<file path="config.mk">
export PLATFORM = sky130hd
export DESIGN_NAME = mailbox_boot_loader_with_checksum_unit
export DESIGN_NICKNAME = d
export VERILOG_FILES = /design/src/sv/mbl_pkg.sv /design/src/sv/mailbox_boot_loader_with_checksum_unit.sv
export SDC_FILE = /design/constraint.sdc
export NUM_CORES = 1
export LEC_CHECK = 0
export ABC_CLOCK_PERIOD_IN_PS = 6700
export BUFFER_PORTS_ARGS = -buffer_cell sky130_fd_sc_hd__buf_4
export CELL_PAD_IN_SITES_DETAIL_PLACEMENT = 0
export CELL_PAD_IN_SITES_GLOBAL_PLACEMENT = 1
export CORE_MARGIN = 2
export CORE_UTILIZATION = 40
export CTS_CLUSTER_DIAMETER = 120
export DETAILED_ROUTE_END_ITERATION = 10
export PLACE_DENSITY_LB_ADDON = 0.12
export RECOVER_POWER = 50
export SYNTH_ARGS = -nofsm -noshare
export SYNTH_HDL_FRONTEND = slang
export SYNTH_SLANG_ARGS = --single-unit
export TNS_END_PERCENT = 30
</file>
<file path="constraint.sdc">
create_clock -name clk -period 6.7 [get_ports clk]
set_input_delay 1.005 -clock clk [delete_from_list [all_inputs] [get_ports clk]]
set_output_delay 1.005 -clock clk [all_outputs]
set_load 0.05 [all_outputs]
</file>
<file path="src/sv/mbl_pkg.sv">
// Shared constants and result kinds for the mailbox boot loader.
// No dependencies; used by the top level and its port checker.
package mbl_pkg;

  localparam int unsigned WORD_W = 32;
  localparam int unsigned BYTE_W = 8;
  localparam int unsigned KIND_W = 2;
  localparam int unsigned ROT_L  = 3;

  localparam logic [15:0] CMD_MAGIC   = 16'h80F3;
  localparam logic [15:0] REPLY_MAGIC = 16'hFEEE;

  localparam logic [WORD_W-1:0] CMD_SOURCE = 32'h80F3_A001;
  localparam logic [WORD_W-1:0] CMD_LENGTH = 32'h80F3_A002;
  localparam logic [WORD_W-1:0] CMD_DEST   = 32'h80F3_C002;
  localparam logic [WORD_W-1:0] CMD_BOOT   = 32'h80F3_D001;

  localparam logic [KIND_W-1:0] KIND_REPLY = 2'd0;
  localparam logic [KIND_W-1:0] KIND_READ  = 2'd1;
  localparam logic [KIND_W-1:0] KIND_DONE  = 2'd2;

endpackage

</file>
<file path="src/sv/mailbox_boot_loader_with_checksum_unit.sv">
// Mailbox boot loader with rotate-xor checksum: command decode and hashing.
// Depends on mbl_pkg for command codes and result kinds.
//
// Accepts one transaction per cycle. Each accepted item is held in the
// input register, is decoded against the loader state and lands in the result
// register. A result therefore appears on the output when its item leaves the
// input register, and the receiver can take it at the next edge at the earliest.
// The result register is the only limit on throughput: while it holds a result
// that the receiver stalls, items that produce a result wait in the input
// register; items that produce none still pass. Mails are rejected with a
// reply, held as commands, or taken as command parameters; the boot command
// issues the first read request (or finishes at once for zero length), and
// every returned byte folds into the checksum and triggers the next request
// or the final boot-done result. Mails during a pass and bytes outside one
// are dropped without a result.
module mailbox_boot_loader_with_checksum_unit (
  input  logic                          clk,
  input  logic                          rst_n,
  input  logic                          in_valid,
  output logic                          in_stall,
  input  logic                          in_operation,
  input  logic [mbl_pkg::WORD_W-1:0]    in_mail_word,
  input  logic [mbl_pkg::BYTE_W-1:0]    in_memory_byte,
  output logic                          out_valid,
  input  logic                          out_stall,
  output logic [mbl_pkg::KIND_W-1:0]    out_result_kind,
  output logic [mbl_pkg::WORD_W-1:0]    out_reply_mail,
  output logic [mbl_pkg::WORD_W-1:0]    out_read_address,
  output logic [mbl_pkg::WORD_W-1:0]    out_checksum,
  output logic [mbl_pkg::WORD_W-1:0]    out_dest_address,
  output logic [mbl_pkg::WORD_W-1:0]    out_start_pc
);

  localparam int unsigned W = mbl_pkg::WORD_W;
  localparam int unsigned R = mbl_pkg::ROT_L;

  // loader state
  logic [W-1:0] pend_r,  pend_nxt;
  logic [W-1:0] src_r,   src_nxt;
  logic [W-1:0] len_r,   len_nxt;
  logic [W-1:0] dst_r,   dst_nxt;
  logic [W-1:0] entry_r, entry_nxt;
  logic [W-1:0] sum_r,   sum_nxt;
  logic [W-1:0] idx_r,   idx_nxt;
  logic         hashing_r, hashing_nxt;

  // input register
  logic                      s1_valid_r;
  logic                      s1_op_r;
  logic [W-1:0]              s1_mail_r;
  logic [mbl_pkg::BYTE_W-1:0] s1_byte_r;

  // result register
  logic                       out_valid_r;
  logic [mbl_pkg::KIND_W-1:0] kind_r;
  logic [W-1:0]               reply_r, addr_r, csum_r, dest_r, pc_r;

  // decoded result
  logic                       res_valid;
  logic [mbl_pkg::KIND_W-1:0] res_kind;
  logic [W-1:0]               res_reply, res_addr, res_csum, res_dest, res_pc;

  logic [W-1:0] sum_x, sum_rot, idx_inc;
  logic         out_free, s1_adv;

  assign sum_x   = sum_r ^ {{(W-mbl_pkg::BYTE_W){1'b0}}, s1_byte_r};
  assign sum_rot = {sum_x[W-R-1:0], sum_x[W-1:W-R]};
  assign idx_inc = idx_r + {{(W-1){1'b0}}, 1'b1};

  always_comb begin
    pend_nxt    = pend_r;
    src_nxt     = src_r;
    len_nxt     = len_r;
    dst_nxt     = dst_r;
    entry_nxt   = entry_r;
    sum_nxt     = sum_r;
    idx_nxt     = idx_r;
    hashing_nxt = hashing_r;
    res_valid   = 1'b0;
    res_kind    = mbl_pkg::KIND_REPLY;
    res_reply   = '0;
    res_addr    = '0;
    res_csum    = '0;
    res_dest    = '0;
    res_pc      = '0;
    if (s1_op_r) begin
      if (hashing_r) begin
        sum_nxt   = sum_rot;
        idx_nxt   = idx_inc;
        res_valid = 1'b1;
        if (idx_inc < len_r) begin
          res_kind = mbl_pkg::KIND_READ;
          res_addr = src_r + idx_inc;
        end else begin
          hashing_nxt = 1'b0;
          res_kind    = mbl_pkg::KIND_DONE;
          res_csum    = sum_rot;
          res_dest    = dst_r;
          res_pc      = entry_r;
        end
      end
    end else if (!hashing_r) begin
      if (pend_r == '0) begin
        if (s1_mail_r[W-1:W-16] != mbl_pkg::CMD_MAGIC) begin
          res_valid = 1'b1;
          res_kind  = mbl_pkg::KIND_REPLY;
          res_reply = {mbl_pkg::REPLY_MAGIC, s1_mail_r[15:0]};
        end else begin
          pend_nxt = s1_mail_r;
        end
      end else begin
        pend_nxt = '0;
        case (pend_r)
          mbl_pkg::CMD_SOURCE: src_nxt = s1_mail_r;
          mbl_pkg::CMD_LENGTH: len_nxt = s1_mail_r;
          mbl_pkg::CMD_DEST:   dst_nxt = s1_mail_r;
          mbl_pkg::CMD_BOOT: begin
            entry_nxt = s1_mail_r;
            sum_nxt   = '0;
            idx_nxt   = '0;
            res_valid = 1'b1;
            if (len_r != '0) begin
              hashing_nxt = 1'b1;
              res_kind    = mbl_pkg::KIND_READ;
              res_addr    = src_r;
            end else begin
              res_kind = mbl_pkg::KIND_DONE;
              res_dest = dst_r;
              res_pc   = s1_mail_r;
            end
          end
          default: ; // drop parameter of an unknown command
        endcase
      end
    end
  end

  assign out_free = !out_valid_r || !out_stall;
  assign s1_adv   = s1_valid_r && (!res_valid || out_free);
  assign in_stall = s1_valid_r && !s1_adv;

  always_ff @(posedge clk) begin
    if (!rst_n) begin
      pend_r      <= '0;
      src_r       <= '0;
      len_r       <= '0;
      dst_r       <= '0;
      entry_r     <= '0;
      sum_r       <= '0;
      idx_r       <= '0;
      hashing_r   <= 1'b0;
      s1_valid_r  <= 1'b0;
      out_valid_r <= 1'b0;
    end else begin
      if (s1_adv) begin
        pend_r    <= pend_nxt;
        src_r     <= src_nxt;
        len_r     <= len_nxt;
        dst_r     <= dst_nxt;
        entry_r   <= entry_nxt;
        sum_r     <= sum_nxt;
        idx_r     <= idx_nxt;
        hashing_r <= hashing_nxt;
      end
      if (!in_stall) begin
        s1_valid_r <= in_valid;
      end
      if (s1_adv && res_valid) begin
        out_valid_r <= 1'b1;
      end else if (!out_stall) begin
        out_valid_r <= 1'b0;
      end
    end
  end

  // payload registers, no reset
  always_ff @(posedge clk) begin
    if (in_valid && !in_stall) begin
      s1_op_r   <= in_operation;
      s1_mail_r <= in_mail_word;
      s1_byte_r <= in_memory_byte;
    end
    if (s1_adv && res_valid) begin
      kind_r  <= res_kind;
      reply_r <= res_reply;
      addr_r  <= res_addr;
      csum_r  <= res_csum;
      dest_r  <= res_dest;
      pc_r    <= res_pc;
    end
  end

  assign out_valid        = out_valid_r;
  assign out_result_kind  = kind_r;
  assign out_reply_mail   = reply_r;
  assign out_read_address = addr_r;
  assign out_checksum     = csum_r;
  assign out_dest_address = dest_r;
  assign out_start_pc     = pc_r;

endmodule

</file>
==> run_results.csv, run 1 <==
group,metric,value,unit
run_status,status,"finished with violations",
run_status,violations,"capacitance limit, slew limit",
clock_tree,clk_pin_slew,60,ps
synthesis,syn-cell-area,0.0185,mm2
route,firstDrtPassIters,5,
worst_setup_path,reg2reg_depth,16,
clock_tree,cts_root_buf,"clkbuf_16",
route,finalWirelength,51600,um
worst_setup_path,cp.required,7140,ps
timing,hold_viol_final,0,
clock_tree,ctsHoldBuffers,0,
synthesis,postSynthCellCount,1888,
pwr,p_total,7.73,mW
worst_setup_path,crit_path_end,"out_start_pc[22]",
placed_design,io_buffers,205,
clock_tree,cts_tree,"done",
floorplan,die_x,219,um
final_layout,drive_gt1_share,7.36,%
worst_setup_path,worst-path-max-fanout,33,
job,cap_violations,4,
final_layout,diodes,0,
global_routing,grt_max_degree,84,
route,antenna_left,0,
synthesis,synth_edf_count,188,
pwr,max-vdd-ir-drop,0.000355,V
timing,final.setup.tns,0,ps
worst_setup_path,r2r_slack,1010,ps
floorplan,die_h,219,um
worst_setup_path,r2r_start,"idx_r[0]",
pwr,cellPowerDensity,361,mW/mm2
clock_tree,cts_buffer_depth,3,
clock_tree,cts_sinks,415,
synthesis,yosysMostFrequentCell,"nand2_1",
placed_design,dp_hpwl,34900,um
clock_tree,cts_made_buffers,47,
clock_tree,htree_num_levels,2,
final_layout,nets,2157,
synthesis,synth_async_sr_flop_share,0,%
placed_design,place_congestion,0.858,
global_routing,grt_overflow_total,0,
final_layout,instances_no_fill,2678,
synthesis,ys.flop_type,"dfxtp_1",
synthesis,synth_area_leaders,"edfxtp_1, dfxtp_1, nand2_1",
synthesis,yosys.area.top_type_share,30.6,%
timing,min_period,5690,ps
route,drcViolationCount,0,
worst_hold_path,whs_path_depth,2,
global_routing,antenna_found_initial,1,
placed_design,dpl.cell_count,2593,
timing,skew,9.76,ps
floorplan,start_util,40.6,%
route,vias,14100,
floorplan,die_area,0.0479,mm2
worst_setup_path,end_kind,"flip-flop",
timing,max_freq,176,MHz
clock_tree,insertion_delay,580,ps
worst_setup_path,worstSetupStartpointType,"flip-flop",
clock_tree,cts_resized,0,
synthesis,synth_area_leader_cell,"edfxtp_1",
timing,setup_viol,0,
final_layout,num-fill-cells,4467,
synthesis,synth_common_cells,"nand2_1, dfxtp_1, edfxtp_1, a21oi_1, clkbuf_1",
worst_hold_path,hold_path.class,"reg -> reg",
worst_setup_path,path_class,"reg -> reg",
global_routing,grt_pass1_wl,79400,um
synthesis,ys_ff_latch,415,
route,wl_per_cell,19.3,um
synthesis,synth_seq_area_share,55.1,%
route,viasPerCell,5.26,
synthesis,yosysWarnings,0,
floorplan,core,0.0455,mm2
clock_tree,post-cts-setup-buffer-count,0,
floorplan,io-pin-count,209,
route,drt_iter0_markers,867,
floorplan,row_count,78,
synthesis,syn_avg_cell_area,9.79,um2
timing,relSlewSlack,-38.5,%
timing,finalMaxSlewViolations,115,
worst_setup_path,reg2reg_to,"out_start_pc[22]",
global_routing,grt_pass1_vias,13400,
worst_setup_path,arrival,6130,ps
timing,rsz0062_at_grt,"no",
global_routing,grt_use_total,21.5,%
timing,fin_crit_sh,84.9,%
final_layout,area_delta_synth_final,15.8,%
synthesis,synthDistinctLibCells,59,
pwr,leakagePower,7.53,nW
worst_setup_path,crit_start,"idx_r[0]",
timing,worst_pin_slew,2080,ps
==> kinds of logic after synthesis <==
family / Yosys count / share of synthesized area (%)
and+or+nand+nor: 749 / 18.9
AOI/OAI and AO/OA: 416 / 14.1
DFF: 415 / 55.1
buffers and inverters: 167 / 3.72
adders and majority gates: 70 / 4.78
xor gates and xnor gates: 66 / 3.13
muxes: 4 / 0.217
other: 1 / 0.0203
==> area by class of cell <==
cell class | instances | area, um2 | share of cell area [%]
sequential | 415 | 10200 | 47.6
multi-input combinational | 1308 | 7650 | 35.7
clock buffer | 64 | 1360 | 6.37
timing repair buffer | 224 | 1100 | 5.15
tap | 600 | 751 | 3.51
inverter | 46 | 174 | 0.813
clock inverter | 21 | 170 | 0.795
==> metal layers <==
layer | track usage, % | up-vias | part of all wire, %
li1 | - | 6930 | -
met1 | 28.7 | 6789 | 45
met5 | 0 | - | 0.025
met3 | 3.58 | 84 | 4.3
met2 | 35.9 | 282 | 48
met4 | 6.22 | 2 | 2.5
==> worst min path at each step <==
stage / from / end / slack, ps
finish: dst_r[31] / dst_r[31] / 450
global route: entry_r[22] / entry_r[22] / 470
CTS: entry_r[20] / entry_r[20] / 450
detailed placement: entry_r[21] / entry_r[21] / 440
global placement: entry_r[28] / entry_r[28] / 440
floorplan: dst_r[31] / dst_r[31] / 430
==> sequential cells by signal, summed over array words and instances, names as in the netlist <==
name / cells
dst_r: 32
hashing_r: 1
entry_r: 32
len_r: 32
out_read_address: 32
src_r: 32
s1_byte_r: 8
idx_r: 32
out_checksum: 32
out_reply_mail: 17
s1_mail_r: 32
out_dest_address: 32
out_result_kind: 2
s1_op_r: 1
pend_r: 32
s1_valid_r: 1
sum_r: 32
out_valid: 1
out_start_pc: 32
==> cells in the final DEF, fill, tap and decap left out, types with 17 or more instances in the layout <==
master | synthesis | final
a21boi_0 | 65 | 75
a21o_1 | 23 | 22
a21oi_1 | 158 | 158
a22o_1 | 34 | 34
and2_1 | 90 | 81
buf_4 | 15 | 20
clkbuf_1 | 102 | 169
clkbuf_16 | 0 | 50
clkbuf_4 | 0 | 41
dfxtp_1 | 227 | 227
edfxtp_1 | 188 | 188
ha_1 | 69 | 69
inv_1 | 46 | 45
nand2_1 | 385 | 385
nand3_1 | 99 | 99
nand4_1 | 26 | 27
nor2_1 | 52 | 48
nor4_1 | 16 | 17
o21ai_0 | 76 | 76
xnor2_1 | 35 | 35
xor2_1 | 31 | 31
==> metrics by stage <==
stage          util, %  hold WS, ps  instance area, um2  setup slack, ps
6_report          47.0          450               21400             1010
5_1_grt           47.0          473               21400              442
4_1_cts           48.4          450               22000             1060
3_5_place_dp      45.0          444               20500             1110
3_3_place_gp      45.0          437               20500             1270
2_1_floorplan        -          427               18500              679
==> worst max-delay path, stage by stage (launching register included) <==
cell and delay (ps):
dfxtp_1 470, ha_1 330, nand2_1 200, nor4_1 740
nand3_1 320, nor2_1 260, nand3_1 180, or2_2 340
xnor2_1 160, ha_1 290, and3_1 170, nand4_1 130
o311ai_0 620, nor2_1 220, nor2_4 610, buf_12 290
a22o_1 200
==> where the power goes <==
group / internal (mW) / leakage, nW / switching [mW] / total [mW]
logic: 0.324 / 3.15 / 1.62 / 1.94
clock network: 1.50 / 0.762 / 1.06 / 2.56
registers: 3.07 / 3.61 / 0.159 / 3.23
total: 4.90 / 7.53 / 2.83 / 7.73
Power figures use the tool's default switching activity.
==> inputs of run 2 (changes only) <==
--- a/config.mk
+++ b/config.mk
@@ -5,7 +5,8 @@
 export SDC_FILE = /design/constraint.sdc
 export NUM_CORES = 1
 export LEC_CHECK = 0
-export ABC_CLOCK_PERIOD_IN_PS = 6700
+export ABC_AREA = 1
+export ABC_CLOCK_PERIOD_IN_PS = 5800
 export BUFFER_PORTS_ARGS = -buffer_cell sky130_fd_sc_hd__buf_4
 export CELL_PAD_IN_SITES_DETAIL_PLACEMENT = 0
 export CELL_PAD_IN_SITES_GLOBAL_PLACEMENT = 1
==> constraint.sdc (replaced) <==
create_clock -name clk -period 5.8 [get_ports clk]
set_input_delay 0.87 -clock clk [delete_from_list [all_inputs] [get_ports clk]]
set_output_delay 0.87 -clock clk [all_outputs]
set_load 0.05 [all_outputs]
==> run 2 against run 1 <==
Effect of this change:
- the run still ends with capacitance limit, slew limit left
- register-to-register slack gained 60 ps
- sequential share of layout area shrank 3.1 points
- via count up 19%
- utilization decreased by 1.2 points
- maximum frequency grew 20%
- die area increased by 8.8%
- flip-flop and latch count is the same
- first-iteration DRC count grew 32%
- synthesized cell count grew 37%
- final cell count increased by 29%
- critical path depth shrank 7
- hold slack got worse by 14 ps
==> run_results.csv, run 2 <==
group,metric,value,unit
worst_setup_path,cp.required,6250,ps
synthesis,synth_async_sr_flop_share,0,%
route,antenna_left,0,
placed_design,dp_hpwl,42200,um
worst_setup_path,cp.buffers_inverters,1,
pwr,leakagePower,10.2,nW
clock_tree,cts_tree,"done",
global_routing,grt_pass1_wl,93800,um
worst_setup_path,reg2reg_depth,9,
worst_setup_path,worstSetupStartpointType,"flip-flop",
clock_tree,cts_made_buffers,47,
worst_setup_path,r2r_start,"s1_op_r",
final_layout,instances_no_fill,3464,
final_layout,nets,2868,
floorplan,row_count,82,
floorplan,io-pin-count,209,
global_routing,grt_use_total,23.0,%
worst_setup_path,crit_chain,"nor2_1 > nand3_1 > nand3_1 > nand2_1 > nand3_1 > clkbuf_1 > nand2_1 > o21ai_0 > nor2_1",
run_status,status,"finished with violations",
clock_tree,cts_buffer_depth,3,
final_layout,drive_gt1_share,5.01,%
worst_setup_path,reg2reg_to,"idx_r[22]",
timing,skew,18.7,ps
timing,finalMaxSlewViolations,242,
final_layout,diodes,0,
floorplan,die_h,228,um
worst_setup_path,end_kind,"flip-flop",
synthesis,yosysWarnings,0,
clock_tree,post-cts-setup-buffer-count,0,
clock_tree,cts_root_buf,"clkbuf_16",
floorplan,start_util,40.3,%
worst_hold_path,hold_path.class,"reg -> reg",
timing,final.setup.tns,0,ps
final_layout,layout_common_cells,"nand2_1, nor2_1, inv_1, dfxtp_1, edfxtp_1",
synthesis,postSynthCellCount,2594,
clock_tree,cts_sinks,415,
synthesis,ys_ff_latch,415,
timing,min_period,4730,ps
worst_setup_path,r2r_slack,1070,ps
worst_setup_path,worst-path-max-fanout,47,
worst_hold_path,hold_path_end,"pend_r[25]",
synthesis,yosysMostFrequentCell,"nand2_1",
global_routing,grt_pass1_vias,16300,
synthesis,synth_area_leader_cell,"edfxtp_1",
worst_hold_path,holdCritStartpoint,"pend_r[25]",
synthesis,syn-cell-area,0.0201,mm2
synthesis,ys.flop_type,"dfxtp_1",
clock_tree,cts_resized,0,
synthesis,synthDistinctLibCells,45,
clock_tree,insertion_delay,590,ps
synthesis,yosys.area.top_type_share,28.0,%
timing,relSlewSlack,-42.8,%
global_routing,grt_max_degree,98,
pwr,power_switching,1.72,mW
clock_tree,clk_pin_slew,60,ps
route,drcViolationCount,0,
pwr,p_seq_share,48.4,%
route,vias,16800,
worst_setup_path,critPathMaxStageDelay,1530,ps
timing,rsz0062_at_grt,"no",
timing,finalWorstSetupSlack,1070,ps
worst_setup_path,crit_top_cell,"nand3_1",
floorplan,core,0.0500,mm2
run_status,violations,"capacitance limit, slew limit",
route,wl_per_cell,17.4,um
worst_setup_path,cp.depth,9,
final_layout,area_delta_synth_final,13.7,%
synthesis,synth_common_cells,"nand2_1, nor2_1, inv_1, dfxtp_1, edfxtp_1",
placed_design,place_congestion,0.892,
placed_design,io_buffers,205,
pwr,cellPowerDensity,291,mW/mm2
worst_setup_path,cpMaxStageDelayCell,"clkbuf_1",
pwr,p_sw_share,25.8,%
timing,max_freq,212,MHz
route,viasPerCell,4.84,
timing,fin_crit_sh,81.5,%
pwr,p_clk_share,44.2,%
clock_tree,ctsHoldBuffers,0,
timing,hold_viol_final,0,
timing,setup_viol,0,
pwr,p_comb_share,7.4,%
worst_hold_path,whs_path_depth,2,
pwr,internal_power,4.94,mW
route,finalWirelength,60400,um
pwr,max-vdd-ir-drop,0.000206,V
placed_design,pre_cts_slack,1330,ps
route,drt_iter0_markers,1148,
synthesis,synth_edf_count,188,
synthesis,synth_area_leaders,"edfxtp_1, dfxtp_1, nand2_1",
clock_tree,htree_num_levels,2,
floorplan,die_area,0.0522,mm2
global_routing,antenna_found_initial,0,
placed_design,dpl.cell_count,3376,
worst_setup_path,critPathTopFamily,"simple AND/OR/NAND/NOR gates",
job,cap_violations,5,
final_layout,final_common_cell,"nand2_1",
route,firstDrtPassIters,5,
final_layout,num-fill-cells,5133,
pwr,p_total,6.66,mW
global_routing,grt_overflow_total,0,
synthesis,syn_avg_cell_area,7.76,um2
worst_setup_path,arrival,5180,ps
timing,worst_pin_slew,2140,ps
floorplan,die_x,228,um
worst_setup_path,path_class,"reg -> reg",
final_layout,post-route-util,45.8,%
synthesis,synth_seq_area_share,50.6,%
## run 2: changes by cell type in the layout (fill, tap and decap cells not counted), sizes merged, moves of 49 or more
| cell | change |
|---|---|
| inv | +288 |
| and2 | -90 |
| a21oi | -60 |
| a21boi | -74 |
| nand3 | -49 |
| nor2 | +506 |
| nand2 | +318 |
## run 2: cells by family (layout without fill, tap and decap cells)
| family | count (synthesis) | count (layout) | synth area share (%) |
|---|---|---|---|
| other | 1 | 3 | 0.0186 |
| DFF | 415 | 415 | 50.6 |
| adders and majority gates | 70 | 70 | 4.39 |
| AOI/OAI and AO/OA | 230 | 230 | 6.19 |
| xor gates and xnor gates | 51 | 51 | 2.22 |
| buffers and inverters | 445 | 641 | 9.11 |
| and+or+nand+nor | 1382 | 1382 | 27.5 |
## run 2: per-stage QoR
| step | instance area (um2) | hold slack, ps |
|---|---|---|
| 3_3_place_gp | 22100 | 427 |
| 3_5_place_dp | 22100 | 429 |
| 5_1_grt | 22900 | 447 |
| 4_1_cts | 23600 | 417 |
| 6_report | 22900 | 437 |
| 2_1_floorplan | 20100 | 418 |
## run 2: worst max path at each step
stage / from / to / slack [ps]
floorplan: pend_r[10] / out_checksum[0] / 980
global placement: idx_r[0] / out_checksum[29] / 1420
detailed placement: idx_r[0] / out_checksum[20] / 1330
CTS: idx_r[0] / out_checksum[20] / 1290
global route: s1_op_r / idx_r[14] / 630
finish: s1_op_r / idx_r[22] / 1070
## run 2: worst min-delay path, stage by stage (launching register included)
cell and delay [ps]:
dfxtp_1 310, nand2_1 60, nor2_1 30
## run 2: area by class of cell
type	instances	area (um2)	area share [%]
multi-input cells	1736	8080	35.3
repair buffers	219	1020	4.46
well taps	672	841	3.67
flip-flops and latches	415	10200	44.5
clock inverters	21	183	0.798
clock buffers	67	1330	5.82
inverters	334	1260	5.50
## run 2: routing by layer
layer / global-route usage [%] / vias up / share of wire, %
li1: - / 8435 / -
met1: 31.0 / 7885 / 46
met2: 38.3 / 355 / 47
met3: 3.26 / 75 / 4.4
met4: 7.35 / 0 / 2.7
met5: 0 / - / 0
## run 2: power by group through the flow
| stage | Clock, mW | Sequential, mW | Combinational [mW] |
|---|---|---|---|
| 2_1_floorplan | 0 | 3.34 | 0.280 |
| 3_3_place_gp | 0 | 3.29 | 0.528 |
| 3_5_place_dp | 0 | 3.29 | 0.530 |
| 4_1_cts | 3.03 | 3.22 | 0.532 |
| 5_1_grt | 3.13 | 3.23 | 0.545 |
| 6_report | 2.95 | 3.22 | 0.493 |
